==> src/rtl/xtae_pkg.sv <==
// Shared types and constants of the XML tag attribute extractor.
`default_nettype none
package xtae_pkg;

  // Longest tag name the matcher compares
  localparam int unsigned MAX_TAG_CHARS = 8;

  // Configuration register indexes
  localparam int unsigned CFG_IDX_W = 2;
  localparam logic [CFG_IDX_W-1:0] CFG_TAG_CHARS  = 2'd0;
  localparam logic [CFG_IDX_W-1:0] CFG_TAG_LENGTH = 2'd1;
  localparam logic [CFG_IDX_W-1:0] CFG_OCCURRENCE = 2'd2;

  // Special bytes
  localparam logic [7:0] CH_LT    = 8'h3C;  // '<'
  localparam logic [7:0] CH_GT    = 8'h3E;  // '>'
  localparam logic [7:0] CH_EQ    = 8'h3D;  // '='
  localparam logic [7:0] CH_QUOTE = 8'h22;  // '"'
  localparam logic [7:0] CH_SPACE = 8'h20;  // ' '
  localparam logic [7:0] CH_SLASH = 8'h2F;  // '/'

  // Result kinds
  typedef enum logic [2:0] {
    KIND_NAME_CHAR  = 3'd0,
    KIND_NAME_END   = 3'd1,
    KIND_VALUE_CHAR = 3'd2,
    KIND_VALUE_END  = 3'd3,
    KIND_CLOSED     = 3'd4,
    KIND_NOT_FOUND  = 3'd5,
    KIND_UNTERM     = 3'd6
  } kind_e;

  // Buffer phase, one-hot
  typedef enum logic [2:0] {
    PH_SEARCH = 3'b001,
    PH_PARSE  = 3'b010,
    PH_DONE   = 3'b100
  } phase_e;

  // Results caused by one item: first result, optional second (always char 0)
  typedef struct packed {
    logic       two;
    kind_e      kind0;
    logic [7:0] char0;
    kind_e      kind1;
  } entry_t;

  // Front to queue
  typedef struct packed {
    logic   valid;
    entry_t entry;
  } push_t;

  // Queue head to back
  typedef struct packed {
    logic   valid;
    entry_t entry;
  } head_t;

  // Queue fill status
  typedef struct packed {
    logic       full;
    logic [1:0] count;
  } qstat_t;

endpackage
`default_nettype wire

==> src/rtl/xtae_if.sv <==
// Handshake channel interfaces: text bytes, results and configuration writes.
`default_nettype none
interface xtae_byte_if;
  logic       valid;
  logic       ready;
  logic [7:0] text_byte;
  logic       end_of_buffer;
  modport source (output valid, output text_byte, output end_of_buffer, input ready);
  modport sink   (input valid, input text_byte, input end_of_buffer, output ready);
endinterface

interface xtae_res_if;
  logic       valid;
  logic       ready;
  logic [2:0] kind;
  logic [7:0] char_out;
  logic       last_of_run;
  modport source (output valid, output kind, output char_out, output last_of_run, input ready);
  modport sink   (input valid, input kind, input char_out, input last_of_run, output ready);
endinterface

interface xtae_cfg_if;
  logic                           valid;
  logic                           ready;
  logic [xtae_pkg::CFG_IDX_W-1:0] index;
  logic [63:0]                    data;
  modport source (output valid, output index, output data, input ready);
  modport sink   (input valid, input index, input data, output ready);
endinterface
`default_nettype wire

==> src/rtl/xml_tag_attribute_extractor.sv <==
// Path: an accepted item's results are written into the result queue, then loaded into
// the back end's held group register, from which they are offered.
// Throughput: one byte per cycle while the result queue is not full; a byte causing two
// results (end of buffer) has them delivered one after the other.
// The two-entry result queue decouples the byte input from output stalls.
// Reset (async, active low) clears buffer state and queue; registers take
// tag_chars 0, tag_length 0, occurrence 1.
`default_nettype none
module xml_tag_attribute_extractor (
  input  wire          clk_i,
  input  wire          rst_ni,
  xtae_byte_if.sink    byte_i,
  xtae_cfg_if.sink     cfg_i,
  xtae_res_if.source   res_o
);

  xtae_pkg::push_t  push;
  xtae_pkg::head_t  head;
  xtae_pkg::qstat_t qstat;
  logic             pop;

  xtae_front u_front (
    .clk_i   (clk_i),
    .rst_ni  (rst_ni),
    .byte_i  (byte_i),
    .cfg_i   (cfg_i),
    .qstat_i (qstat),
    .push_o  (push)
  );

  xtae_queue u_queue (
    .clk_i   (clk_i),
    .rst_ni  (rst_ni),
    .push_i  (push),
    .pop_i   (pop),
    .head_o  (head),
    .qstat_o (qstat)
  );

  xtae_back u_back (
    .clk_i  (clk_i),
    .rst_ni (rst_ni),
    .head_i (head),
    .pop_o  (pop),
    .res_o  (res_o)
  );

  // No push into a full queue
  assert property (@(posedge clk_i) disable iff (!rst_ni)
    push.valid |-> !qstat.full)
    else $error("result queue overflow");

  // Pops only from a non-empty queue
  assert property (@(posedge clk_i) disable iff (!rst_ni)
    pop |-> (qstat.count != 2'd0))
    else $error("pop from empty result queue");

  // Only character kinds carry a byte
  assert property (@(posedge clk_i) disable iff (!rst_ni)
    (res_o.valid && res_o.kind != xtae_pkg::KIND_NAME_CHAR &&
     res_o.kind != xtae_pkg::KIND_VALUE_CHAR) |-> (res_o.char_out == 8'd0))
    else $error("nonzero char on non-character result");

  // A delivered non-final result is followed by the rest of its group
  assert property (@(posedge clk_i) disable iff (!rst_ni)
    (res_o.valid && res_o.ready && !res_o.last_of_run) |=> res_o.valid)
    else $error("result group broken off");

endmodule
`default_nettype wire

==> src/rtl/xtae_front.sv <==
// Front end: configuration registers, tag matcher and attribute classifier.
`default_nettype none
module xtae_front (
  input  wire                  clk_i,
  input  wire                  rst_ni,
  xtae_byte_if.sink            byte_i,
  xtae_cfg_if.sink             cfg_i,
  input  xtae_pkg::qstat_t     qstat_i,
  output xtae_pkg::push_t      push_o
);

  logic [63:0] tag_chars_q;
  logic [3:0]  tag_length_q;
  logic [7:0]  occurrence_q;

  xtae_pkg::phase_e phase_q, phase_d;
  logic [3:0] match_pos_q, match_pos_d;
  logic [7:0] found_count_q, found_count_d;
  logic       at_start_q, at_start_d;
  logic       in_value_q, in_value_d;
  logic       value_started_q, value_started_d;

  logic             accept;
  logic [7:0]       b;
  logic [3:0]       eff_len;
  logic [3:0]       pat_len;
  logic [2:0]       pat_idx;
  logic [7:0]       pat_byte;
  logic [7:0]       fc_inc;
  logic             do_parse;
  logic             step_emit;
  xtae_pkg::kind_e  step_kind;
  logic [7:0]       step_char;
  logic             eob_emit;
  xtae_pkg::kind_e  eob_kind;

  assign accept       = byte_i.valid && byte_i.ready;
  assign byte_i.ready = !qstat_i.full;
  assign cfg_i.ready  = 1'b1;
  assign b            = byte_i.text_byte;

  // Pattern is '<' then the tag name, length saturated
  assign eff_len  = (tag_length_q > 4'(xtae_pkg::MAX_TAG_CHARS)) ?
                    4'(xtae_pkg::MAX_TAG_CHARS) : tag_length_q;
  assign pat_len  = eff_len + 4'd1;
  assign pat_idx  = 3'(match_pos_q - 4'd1);
  assign pat_byte = tag_chars_q[{pat_idx, 3'b000} +: 8];
  assign fc_inc   = found_count_q + 8'd1;
  assign do_parse = (phase_q == xtae_pkg::PH_PARSE) ||
                    ((phase_q == xtae_pkg::PH_SEARCH) && (occurrence_q == 8'd0));

  // Per-byte decision
  always_comb begin
    phase_d         = phase_q;
    match_pos_d     = match_pos_q;
    found_count_d   = found_count_q;
    at_start_d      = at_start_q;
    in_value_d      = in_value_q;
    value_started_d = value_started_q;
    step_emit       = 1'b0;
    step_kind       = xtae_pkg::KIND_CLOSED;
    step_char       = 8'd0;
    eob_emit        = 1'b0;
    eob_kind        = xtae_pkg::KIND_NOT_FOUND;

    if (do_parse) begin
      // Occurrence zero enters parsing with fresh name mode
      phase_d = xtae_pkg::PH_PARSE;
      if (phase_q == xtae_pkg::PH_SEARCH) begin
        in_value_d      = 1'b0;
        value_started_d = 1'b0;
      end
      if (b == xtae_pkg::CH_GT) begin
        step_emit = 1'b1;
        step_kind = xtae_pkg::KIND_CLOSED;
        phase_d   = xtae_pkg::PH_DONE;
      end else if (b == xtae_pkg::CH_SPACE || b == xtae_pkg::CH_SLASH) begin
        step_emit = 1'b0;
      end else if (!in_value_d) begin
        step_emit = 1'b1;
        if (b == xtae_pkg::CH_EQ) begin
          step_kind       = xtae_pkg::KIND_NAME_END;
          in_value_d      = 1'b1;
          value_started_d = 1'b0;
        end else begin
          step_kind = xtae_pkg::KIND_NAME_CHAR;
          step_char = b;
        end
      end else if (b == xtae_pkg::CH_QUOTE) begin
        if (value_started_d) begin
          step_emit       = 1'b1;
          step_kind       = xtae_pkg::KIND_VALUE_END;
          in_value_d      = 1'b0;
          value_started_d = 1'b0;
        end
      end else begin
        step_emit       = 1'b1;
        step_kind       = xtae_pkg::KIND_VALUE_CHAR;
        step_char       = b;
        value_started_d = 1'b1;
      end
    end else if (phase_q == xtae_pkg::PH_SEARCH) begin
      // Matcher; a mismatch rechecks the byte as a new '<'
      if (match_pos_q != 4'd0 && match_pos_q < pat_len && b == pat_byte) begin
        match_pos_d = match_pos_q + 4'd1;
      end else if (b == xtae_pkg::CH_LT) begin
        at_start_d  = (match_pos_q == 4'd0) && at_start_q;
        match_pos_d = 4'd1;
      end else begin
        match_pos_d = 4'd0;
        at_start_d  = 1'b0;
      end
      if (match_pos_d != 4'd0 && match_pos_d >= pat_len) begin
        match_pos_d = 4'd0;
        if (at_start_d) begin
          // Match at buffer start counts as not found
          at_start_d = 1'b0;
          step_emit  = 1'b1;
          step_kind  = xtae_pkg::KIND_NOT_FOUND;
          phase_d    = xtae_pkg::PH_DONE;
        end else begin
          found_count_d = fc_inc;
          if (fc_inc == occurrence_q) begin
            phase_d         = xtae_pkg::PH_PARSE;
            in_value_d      = 1'b0;
            value_started_d = 1'b0;
          end
        end
      end
    end

    // End of buffer reports and clears buffer state
    if (byte_i.end_of_buffer) begin
      eob_emit        = (phase_d != xtae_pkg::PH_DONE);
      eob_kind        = (phase_d == xtae_pkg::PH_SEARCH) ?
                        xtae_pkg::KIND_NOT_FOUND : xtae_pkg::KIND_UNTERM;
      phase_d         = xtae_pkg::PH_SEARCH;
      match_pos_d     = 4'd0;
      found_count_d   = 8'd0;
      at_start_d      = 1'b1;
      in_value_d      = 1'b0;
      value_started_d = 1'b0;
    end else begin
      at_start_d = at_start_d && (match_pos_d != 4'd0);
    end
  end

  // Pack results into one queue entry
  always_comb begin
    push_o.valid = accept && (step_emit || eob_emit);
    if (step_emit) begin
      push_o.entry.two   = eob_emit;
      push_o.entry.kind0 = step_kind;
      push_o.entry.char0 = step_char;
    end else begin
      push_o.entry.two   = 1'b0;
      push_o.entry.kind0 = eob_kind;
      push_o.entry.char0 = 8'd0;
    end
    push_o.entry.kind1 = eob_kind;
  end

  // Buffer state
  always_ff @(posedge clk_i or negedge rst_ni) begin
    if (!rst_ni) begin
      phase_q         <= xtae_pkg::PH_SEARCH;
      match_pos_q     <= 4'd0;
      found_count_q   <= 8'd0;
      at_start_q      <= 1'b1;
      in_value_q      <= 1'b0;
      value_started_q <= 1'b0;
    end else if (accept) begin
      phase_q         <= phase_d;
      match_pos_q     <= match_pos_d;
      found_count_q   <= found_count_d;
      at_start_q      <= at_start_d;
      in_value_q      <= in_value_d;
      value_started_q <= value_started_d;
    end
  end

  // Configuration registers
  always_ff @(posedge clk_i or negedge rst_ni) begin
    if (!rst_ni) begin
      tag_chars_q  <= 64'd0;
      tag_length_q <= 4'd0;
      occurrence_q <= 8'd1;
    end else if (cfg_i.valid) begin
      case (cfg_i.index)
        xtae_pkg::CFG_TAG_CHARS:  tag_chars_q  <= cfg_i.data;
        xtae_pkg::CFG_TAG_LENGTH: tag_length_q <= cfg_i.data[3:0];
        xtae_pkg::CFG_OCCURRENCE: occurrence_q <= cfg_i.data[7:0];
        default: ;
      endcase
    end
  end

endmodule
`default_nettype wire

==> src/rtl/xtae_queue.sv <==
// Two-entry queue of result groups between front and back.
`default_nettype none
module xtae_queue (
  input  wire                 clk_i,
  input  wire                 rst_ni,
  input  xtae_pkg::push_t     push_i,
  input  wire                 pop_i,
  output xtae_pkg::head_t     head_o,
  output xtae_pkg::qstat_t    qstat_o
);

  xtae_pkg::entry_t mem_q [2];
  logic       wr_ptr_q;
  logic       rd_ptr_q;
  logic [1:0] count_q;
  logic       do_push;
  logic       do_pop;

  assign do_push = push_i.valid && (count_q != 2'd2);
  assign do_pop  = pop_i && (count_q != 2'd0);

  assign head_o.valid  = (count_q != 2'd0);
  assign head_o.entry  = mem_q[rd_ptr_q];
  assign qstat_o.full  = (count_q == 2'd2);
  assign qstat_o.count = count_q;

  // Entry storage
  always_ff @(posedge clk_i) begin
    if (do_push) begin
      mem_q[wr_ptr_q] <= push_i.entry;
    end
  end

  // Pointers and fill count
  always_ff @(posedge clk_i or negedge rst_ni) begin
    if (!rst_ni) begin
      wr_ptr_q <= 1'b0;
      rd_ptr_q <= 1'b0;
      count_q  <= 2'd0;
    end else begin
      if (do_push) wr_ptr_q <= !wr_ptr_q;
      if (do_pop)  rd_ptr_q <= !rd_ptr_q;
      case ({do_push, do_pop})
        2'b10:   count_q <= count_q + 2'd1;
        2'b01:   count_q <= count_q - 2'd1;
        default: count_q <= count_q;
      endcase
    end
  end

endmodule
`default_nettype wire

==> src/rtl/xtae_back.sv <==
// Back end: holds one result group and delivers its results one at a time.
`default_nettype none
module xtae_back (
  input  wire                 clk_i,
  input  wire                 rst_ni,
  input  xtae_pkg::head_t     head_i,
  output logic                pop_o,
  xtae_res_if.source          res_o
);

  xtae_pkg::entry_t cur_q;
  logic cur_valid_q, cur_valid_d;
  logic sel_q, sel_d;
  logic fire;
  logic last;
  logic load;

  assign last  = !cur_q.two || sel_q;
  assign fire  = res_o.valid && res_o.ready;
  assign load  = !cur_valid_q || (fire && last);
  assign pop_o = load && head_i.valid;

  // Output from the held group
  assign res_o.valid       = cur_valid_q;
  assign res_o.kind        = sel_q ? cur_q.kind1 : cur_q.kind0;
  assign res_o.char_out    = sel_q ? 8'd0 : cur_q.char0;
  assign res_o.last_of_run = last;

  always_comb begin
    cur_valid_d = cur_valid_q;
    sel_d       = sel_q;
    if (load) begin
      cur_valid_d = head_i.valid;
      sel_d       = 1'b0;
    end else if (fire) begin
      sel_d = 1'b1;
    end
  end

  always_ff @(posedge clk_i) begin
    if (pop_o) begin
      cur_q <= head_i.entry;
    end
  end

  always_ff @(posedge clk_i or negedge rst_ni) begin
    if (!rst_ni) begin
      cur_valid_q <= 1'b0;
      sel_q       <= 1'b0;
    end else begin
      cur_valid_q <= cur_valid_d;
      sel_q       <= sel_d;
    end
  end

endmodule
`default_nettype wire

==> src/flat_wrapper.sv <==
// flat-port wrapper written by rule: the top's interface ports become plain ports
module xml_tag_attribute_extractor_flat 
  (clk_i, rst_ni, byte_i_valid, byte_i_text_byte, byte_i_end_of_buffer, byte_i_ready, cfg_i_valid, cfg_i_index, cfg_i_data, cfg_i_ready, res_o_valid, res_o_kind, res_o_char_out, res_o_last_of_run, res_o_ready);
  xtae_byte_if byte_i_i ();
  xtae_cfg_if cfg_i_i ();
  xtae_res_if res_o_i ();
  input  wire clk_i;
  input  wire rst_ni;
  input wire logic [$bits(byte_i_i.valid)-1:0] byte_i_valid;
  input wire logic [$bits(byte_i_i.text_byte)-1:0] byte_i_text_byte;
  input wire logic [$bits(byte_i_i.end_of_buffer)-1:0] byte_i_end_of_buffer;
  output wire logic [$bits(byte_i_i.ready)-1:0] byte_i_ready;
  input wire logic [$bits(cfg_i_i.valid)-1:0] cfg_i_valid;
  input wire logic [$bits(cfg_i_i.index)-1:0] cfg_i_index;
  input wire logic [$bits(cfg_i_i.data)-1:0] cfg_i_data;
  output wire logic [$bits(cfg_i_i.ready)-1:0] cfg_i_ready;
  output wire logic [$bits(res_o_i.valid)-1:0] res_o_valid;
  output wire logic [$bits(res_o_i.kind)-1:0] res_o_kind;
  output wire logic [$bits(res_o_i.char_out)-1:0] res_o_char_out;
  output wire logic [$bits(res_o_i.last_of_run)-1:0] res_o_last_of_run;
  input wire logic [$bits(res_o_i.ready)-1:0] res_o_ready;
  assign byte_i_i.valid = byte_i_valid;
  assign byte_i_i.text_byte = byte_i_text_byte;
  assign byte_i_i.end_of_buffer = byte_i_end_of_buffer;
  assign byte_i_ready = byte_i_i.ready;
  assign cfg_i_i.valid = cfg_i_valid;
  assign cfg_i_i.index = cfg_i_index;
  assign cfg_i_i.data = cfg_i_data;
  assign cfg_i_ready = cfg_i_i.ready;
  assign res_o_valid = res_o_i.valid;
  assign res_o_kind = res_o_i.kind;
  assign res_o_char_out = res_o_i.char_out;
  assign res_o_last_of_run = res_o_i.last_of_run;
  assign res_o_i.ready = res_o_ready;
  xml_tag_attribute_extractor u_core (.clk_i(clk_i), .rst_ni(rst_ni), .byte_i(byte_i_i), .cfg_i(cfg_i_i), .res_o(res_o_i));
endmodule
==> config.mk <==
export PLATFORM = sky130hd
export DESIGN_NAME = xml_tag_attribute_extractor_flat
export DESIGN_NICKNAME = d
export VERILOG_FILES = /design/src/rtl/xtae_pkg.sv /design/src/rtl/xtae_if.sv /design/src/rtl/xml_tag_attribute_extractor.sv /design/src/rtl/xtae_front.sv /design/src/rtl/xtae_queue.sv /design/src/rtl/xtae_back.sv /design/src/flat_wrapper.sv
export SDC_FILE = /design/constraint.sdc
export NUM_CORES = 1
export LEC_CHECK = 0
export BUFFER_PORTS_ARGS = -buffer_cell sky130_fd_sc_hd__buf_2
export CAP_MARGIN = 20
export CORE_ASPECT_RATIO = 1.1
export CORE_MARGIN = 5
export CORE_UTILIZATION = 55
export DETAILED_ROUTE_END_ITERATION = 10
export GPL_ROUTABILITY_DRIVEN = 0
export PLACE_DENSITY = 0.76
export SETUP_SLACK_MARGIN = 0.4
export SYNTH_ARGS = -nofsm -noshare
export SYNTH_HDL_FRONTEND = slang
export SYNTH_SLANG_ARGS = --single-unit
export TNS_END_PERCENT = 10
==> constraint.sdc <==
create_clock -name clk_i -period 11.3 [get_ports clk_i]
set_input_delay 0.565 -clock clk_i [delete_from_list [all_inputs] [get_ports clk_i]]
set_output_delay 0.565 -clock clk_i [all_outputs]
set_load 0.02 [all_outputs]
==> flow_summary_export.csv <==
group,metric,value,unit
worst_setup_path,cp-startpoint,"u_core.u_front.match_pos_q[0]",
clocking,cts_setup_buffers,0,
yosys,yosysTopAreaCell,"dfrtp_1",
timing,finalHoldViolCount,0,
drt,via_count,5007,
grt,grt_pass1_vias,5182,
grt,grt_antenna_before_repair,0,
worst_setup_path,cp.arrival,6.41,ns
worst_setup_path,crit_type,"register to register",
floorplan,dieArea,0.0158,mm²
clocking,cts_tree,"done",
cells_and_area,fillers,990,
worst_setup_path,required,11.35,ns
clocking,clock_sinks,142,
cells_and_area,drive_gt1_frac,0.384,
yosys,syn_inst,572,
timing,drv_slew,0,
power,ir_drop,0.119,mV
yosys,yosysTopAreaCellShare,0.330,
yosys,syn_area_per_cell,12.8,µm²
run,drv_cap,0,
worst_setup_path,start_kind,"register",
cells_and_area,n_antenna_cell,0,
clocking,clkLatencyLatePin,0.42,ns
yosys,synth_fp_nets,663,
clocking,cts_root_buffer,"clkbuf_16",
yosys,synth_most_common_cell,"dfrtp_1",
yosys,syn-cell-area,0.00735,mm²
timing,fin_hold_ws,0.123,ns
timing,setup_ws,4.93,ns
timing,finalSetupViolCount,0,
floorplan,ios,95,
drt,avgViaCountPerCell,6.00,
worst_setup_path,ff2ff_setup_slack,4.93,ns
timing,max-slew-margin-rel,0.415,
yosys,ys.flop_type,"dfrtp_1",
drt,route.detailed.drc,0,
grt,grt_first_pass_wirelength,26.1,mm
worst_setup_path,r2r_cells,20,
floorplan,core_area,0.0132,mm²
worst_setup_path,critPathMaxFanout,27,
cells_and_area,final_util,0.647,
drt,ant_nets,0,
yosys,ys_top_cells_by_count,"dfrtp_1 (97), mux2_2 (94), edfxtp_1 (42), nor2_1 (28), a21oi_1 (22)",
clocking,path_clk_slew,0.06,ns
timing,worst_pin_slew,0.876,ns
worst_setup_path,endpoint_kind,"register",
timing,max_freq,0.157,GHz
timing,skew,0.0140,ns
yosys,yosysSeqAreaShare,0.513,
grt,grt.overflow.total,0,
floorplan,die_h,131,µm
floorplan,dieWidth,120,µm
cells_and_area,fin_area,0.00851,mm²
yosys,ys_warn_count,0,
clocking,clock_path_buffers,2,
timing,rsz0062_at_grt,"no",
yosys,netlist_top_cells_area,"dfrtp_1 (33%), edfxtp_1 (17%), mux2_2 (14%), mux4_2 (3.4%), xnor2_1 (2.1%)",
drt,first_pass_iters,7,
timing,post-route-period-util,0.564,
floorplan,floorplan.initialDensity,0.558,
yosys,synth_edf_count,42,
cells_and_area,nNetsFinal,752,
timing,finalSetupTns,0,ns
place,hpwl,11.2,mm
worst_setup_path,timing.rr.start,"u_core.u_front.match_pos_q[0]",
cells_and_area,syn_to_final_growth,15.8,%
place,dp_slack,4.93,ns
place,dpl_cell_area,0.00792,mm²
clocking,holdBufCountCts,0,
floorplan,rows,44,
grt,grt_start_max_net_pins,65,
grt,gr-usage-all-layers,0.206,
yosys,postSynth.asyncResetShare,0.704,
place,placed_cells,803,
power,fin_total_pwr,1.61,mW
drt,drtIter0Drc,251,
yosys,ys_types,70,
yosys,ys_ff_latch,142,
clocking,cts_max_level,4,
drt,wl,15.5,mm
timing,min_period,6.37,ns
place,portBuffers,93,
power,powerDensity,190,mW/mm²
power,p_leak,3.41,nW
cells_and_area,stdcell_count,835,
run_status,status,"complete, no violations",
drt,wl_per_cell,18.6,µm
clocking,cts_buffers,17,
hold_path,worstHoldPathType,"primary input to asynchronous set/reset pin",
clocking,cts.repair.resized,0,
worst_setup_path,reg2reg_to,"u_core.u_queue.mem_q[0][11]",
==> how the worst max path moves through the flow <==
stage,to,cells past startpoint
final,u_core.u_queue.mem_q[0][11],20
after global routing,u_core.u_queue.mem_q[0][11],20
after CTS,u_core.u_queue.mem_q[0][11],20
after detailed placement,u_core.u_queue.mem_q[0][4],20
after global placement,u_core.u_queue.mem_q[1][2],20
after floorplan,u_core.u_queue.mem_q[0][0],21
==> per-layer routing <==
metal	routed length (µm)	global-route usage	share of wire
met1	6490	0.262	0.42
met2	7910	0.341	0.51
met3	789	0.0499	0.051
met4	342	0.0815	0.022
met5	0	0	0
==> power breakdown <==
| part | internal [mW] | switching, mW | total (mW) |
|---|---|---|---|
| sequential | 0.641 | 0.0750 | 0.716 |
| clock | 0.347 | 0.213 | 0.560 |
| combinational | 0.168 | 0.170 | 0.338 |
| total | 1.16 | 0.458 | 1.61 |
==> cells by family after synthesis <==
family,Yosys count,share of synthesized area
and+or+nand+nor,150,0.117
DFF,142,0.513
buffers and inverters,35,0.0225
other,1,0.000510
AOI/OAI and AO/OA,83,0.0850
adders and majority gates,11,0.0187
xor gates and xnor gates,36,0.0465
muxes,114,0.197
==> registers in the layout (all words and copies together) (netlist names) <==
register	flops
u_core.u_front.in_value_q	1
u_core.u_queue.rd_ptr_q	1
u_core.u_front.match_pos_q	4
u_core.u_back.sel_q	1
u_core.u_queue.count_q	2
u_core.u_front.tag_chars_q	64
u_core.u_queue.wr_ptr_q	1
u_core.u_back.cur_q	14
u_core.u_front.phase_q	3
u_core.u_front.found_count_q	8
u_core.u_back.res_o.valid	1
u_core.u_front.occurrence_q	8
u_core.u_front.at_start_q	1
u_core.u_front.value_started_q	1
u_core.u_queue.mem_q	28
u_core.u_front.tag_length_q	4
==> critical path: stages (launching register included) <==
cell      delay (ns)
dfrtp_1         0.32
buf_4           0.34
inv_1           0.22
ha_1            0.87
mux4_2          0.42
xnor2_1         0.17
nand3_1         0.11
a22oi_2         0.21
o221ai_2        0.15
nor3_2          0.50
and2_1          0.23
ha_1            0.18
o211ai_1        0.16
a21oi_1         0.14
o21ai_0         0.15
or4_4           0.48
o22a_4          0.27
a31oi_4         0.23
o31a_1          0.21
inv_2           0.07
nor2_2          0.53
==> cells in the final DEF, fill, tap and decap left out, types with 4 or more instances in the layout <==
cell / Yosys / routed
dfrtp_1: 97 / 97
mux2_2: 94 / 94
buf_2: 3 / 92
edfxtp_1: 42 / 42
nor2_1: 28 / 28
a21oi_1: 22 / 22
xnor2_1: 18 / 18
nand2_1: 17 / 17
clkbuf_16: 0 / 17
xor2_1: 16 / 16
o21ai_0: 16 / 16
nor2b_1: 13 / 13
mux4_2: 11 / 11
nor3_1: 11 / 11
ha_1: 11 / 11
and2_1: 10 / 10
nand2b_1: 9 / 9
nor3b_1: 10 / 9
nand3_1: 7 / 7
nor4_1: 7 / 7
inv_1: 6 / 6
or2_2: 6 / 6
and3_1: 6 / 6
a31oi_1: 5 / 5
mux2i_1: 5 / 5
nand3b_1: 5 / 5
nand4_1: 5 / 5
buf_4: 2 / 5
a21o_1: 4 / 4
a32o_1: 4 / 4
==> area by class of cell <==
type                            count  area [µm²]  share of cell area
Timing Repair Buffer               97         498              0.0585
Clock buffer                       18         429              0.0504
Tap cell                          161         201              0.0237
Sequential cell                   142        3770               0.443
Inverter                            8        30.0             0.00353
Multi-Input combinational cell    395        3420               0.402
Clock inverter                     14         165              0.0194
Note: power is estimated with default switching activity, not from simulation.
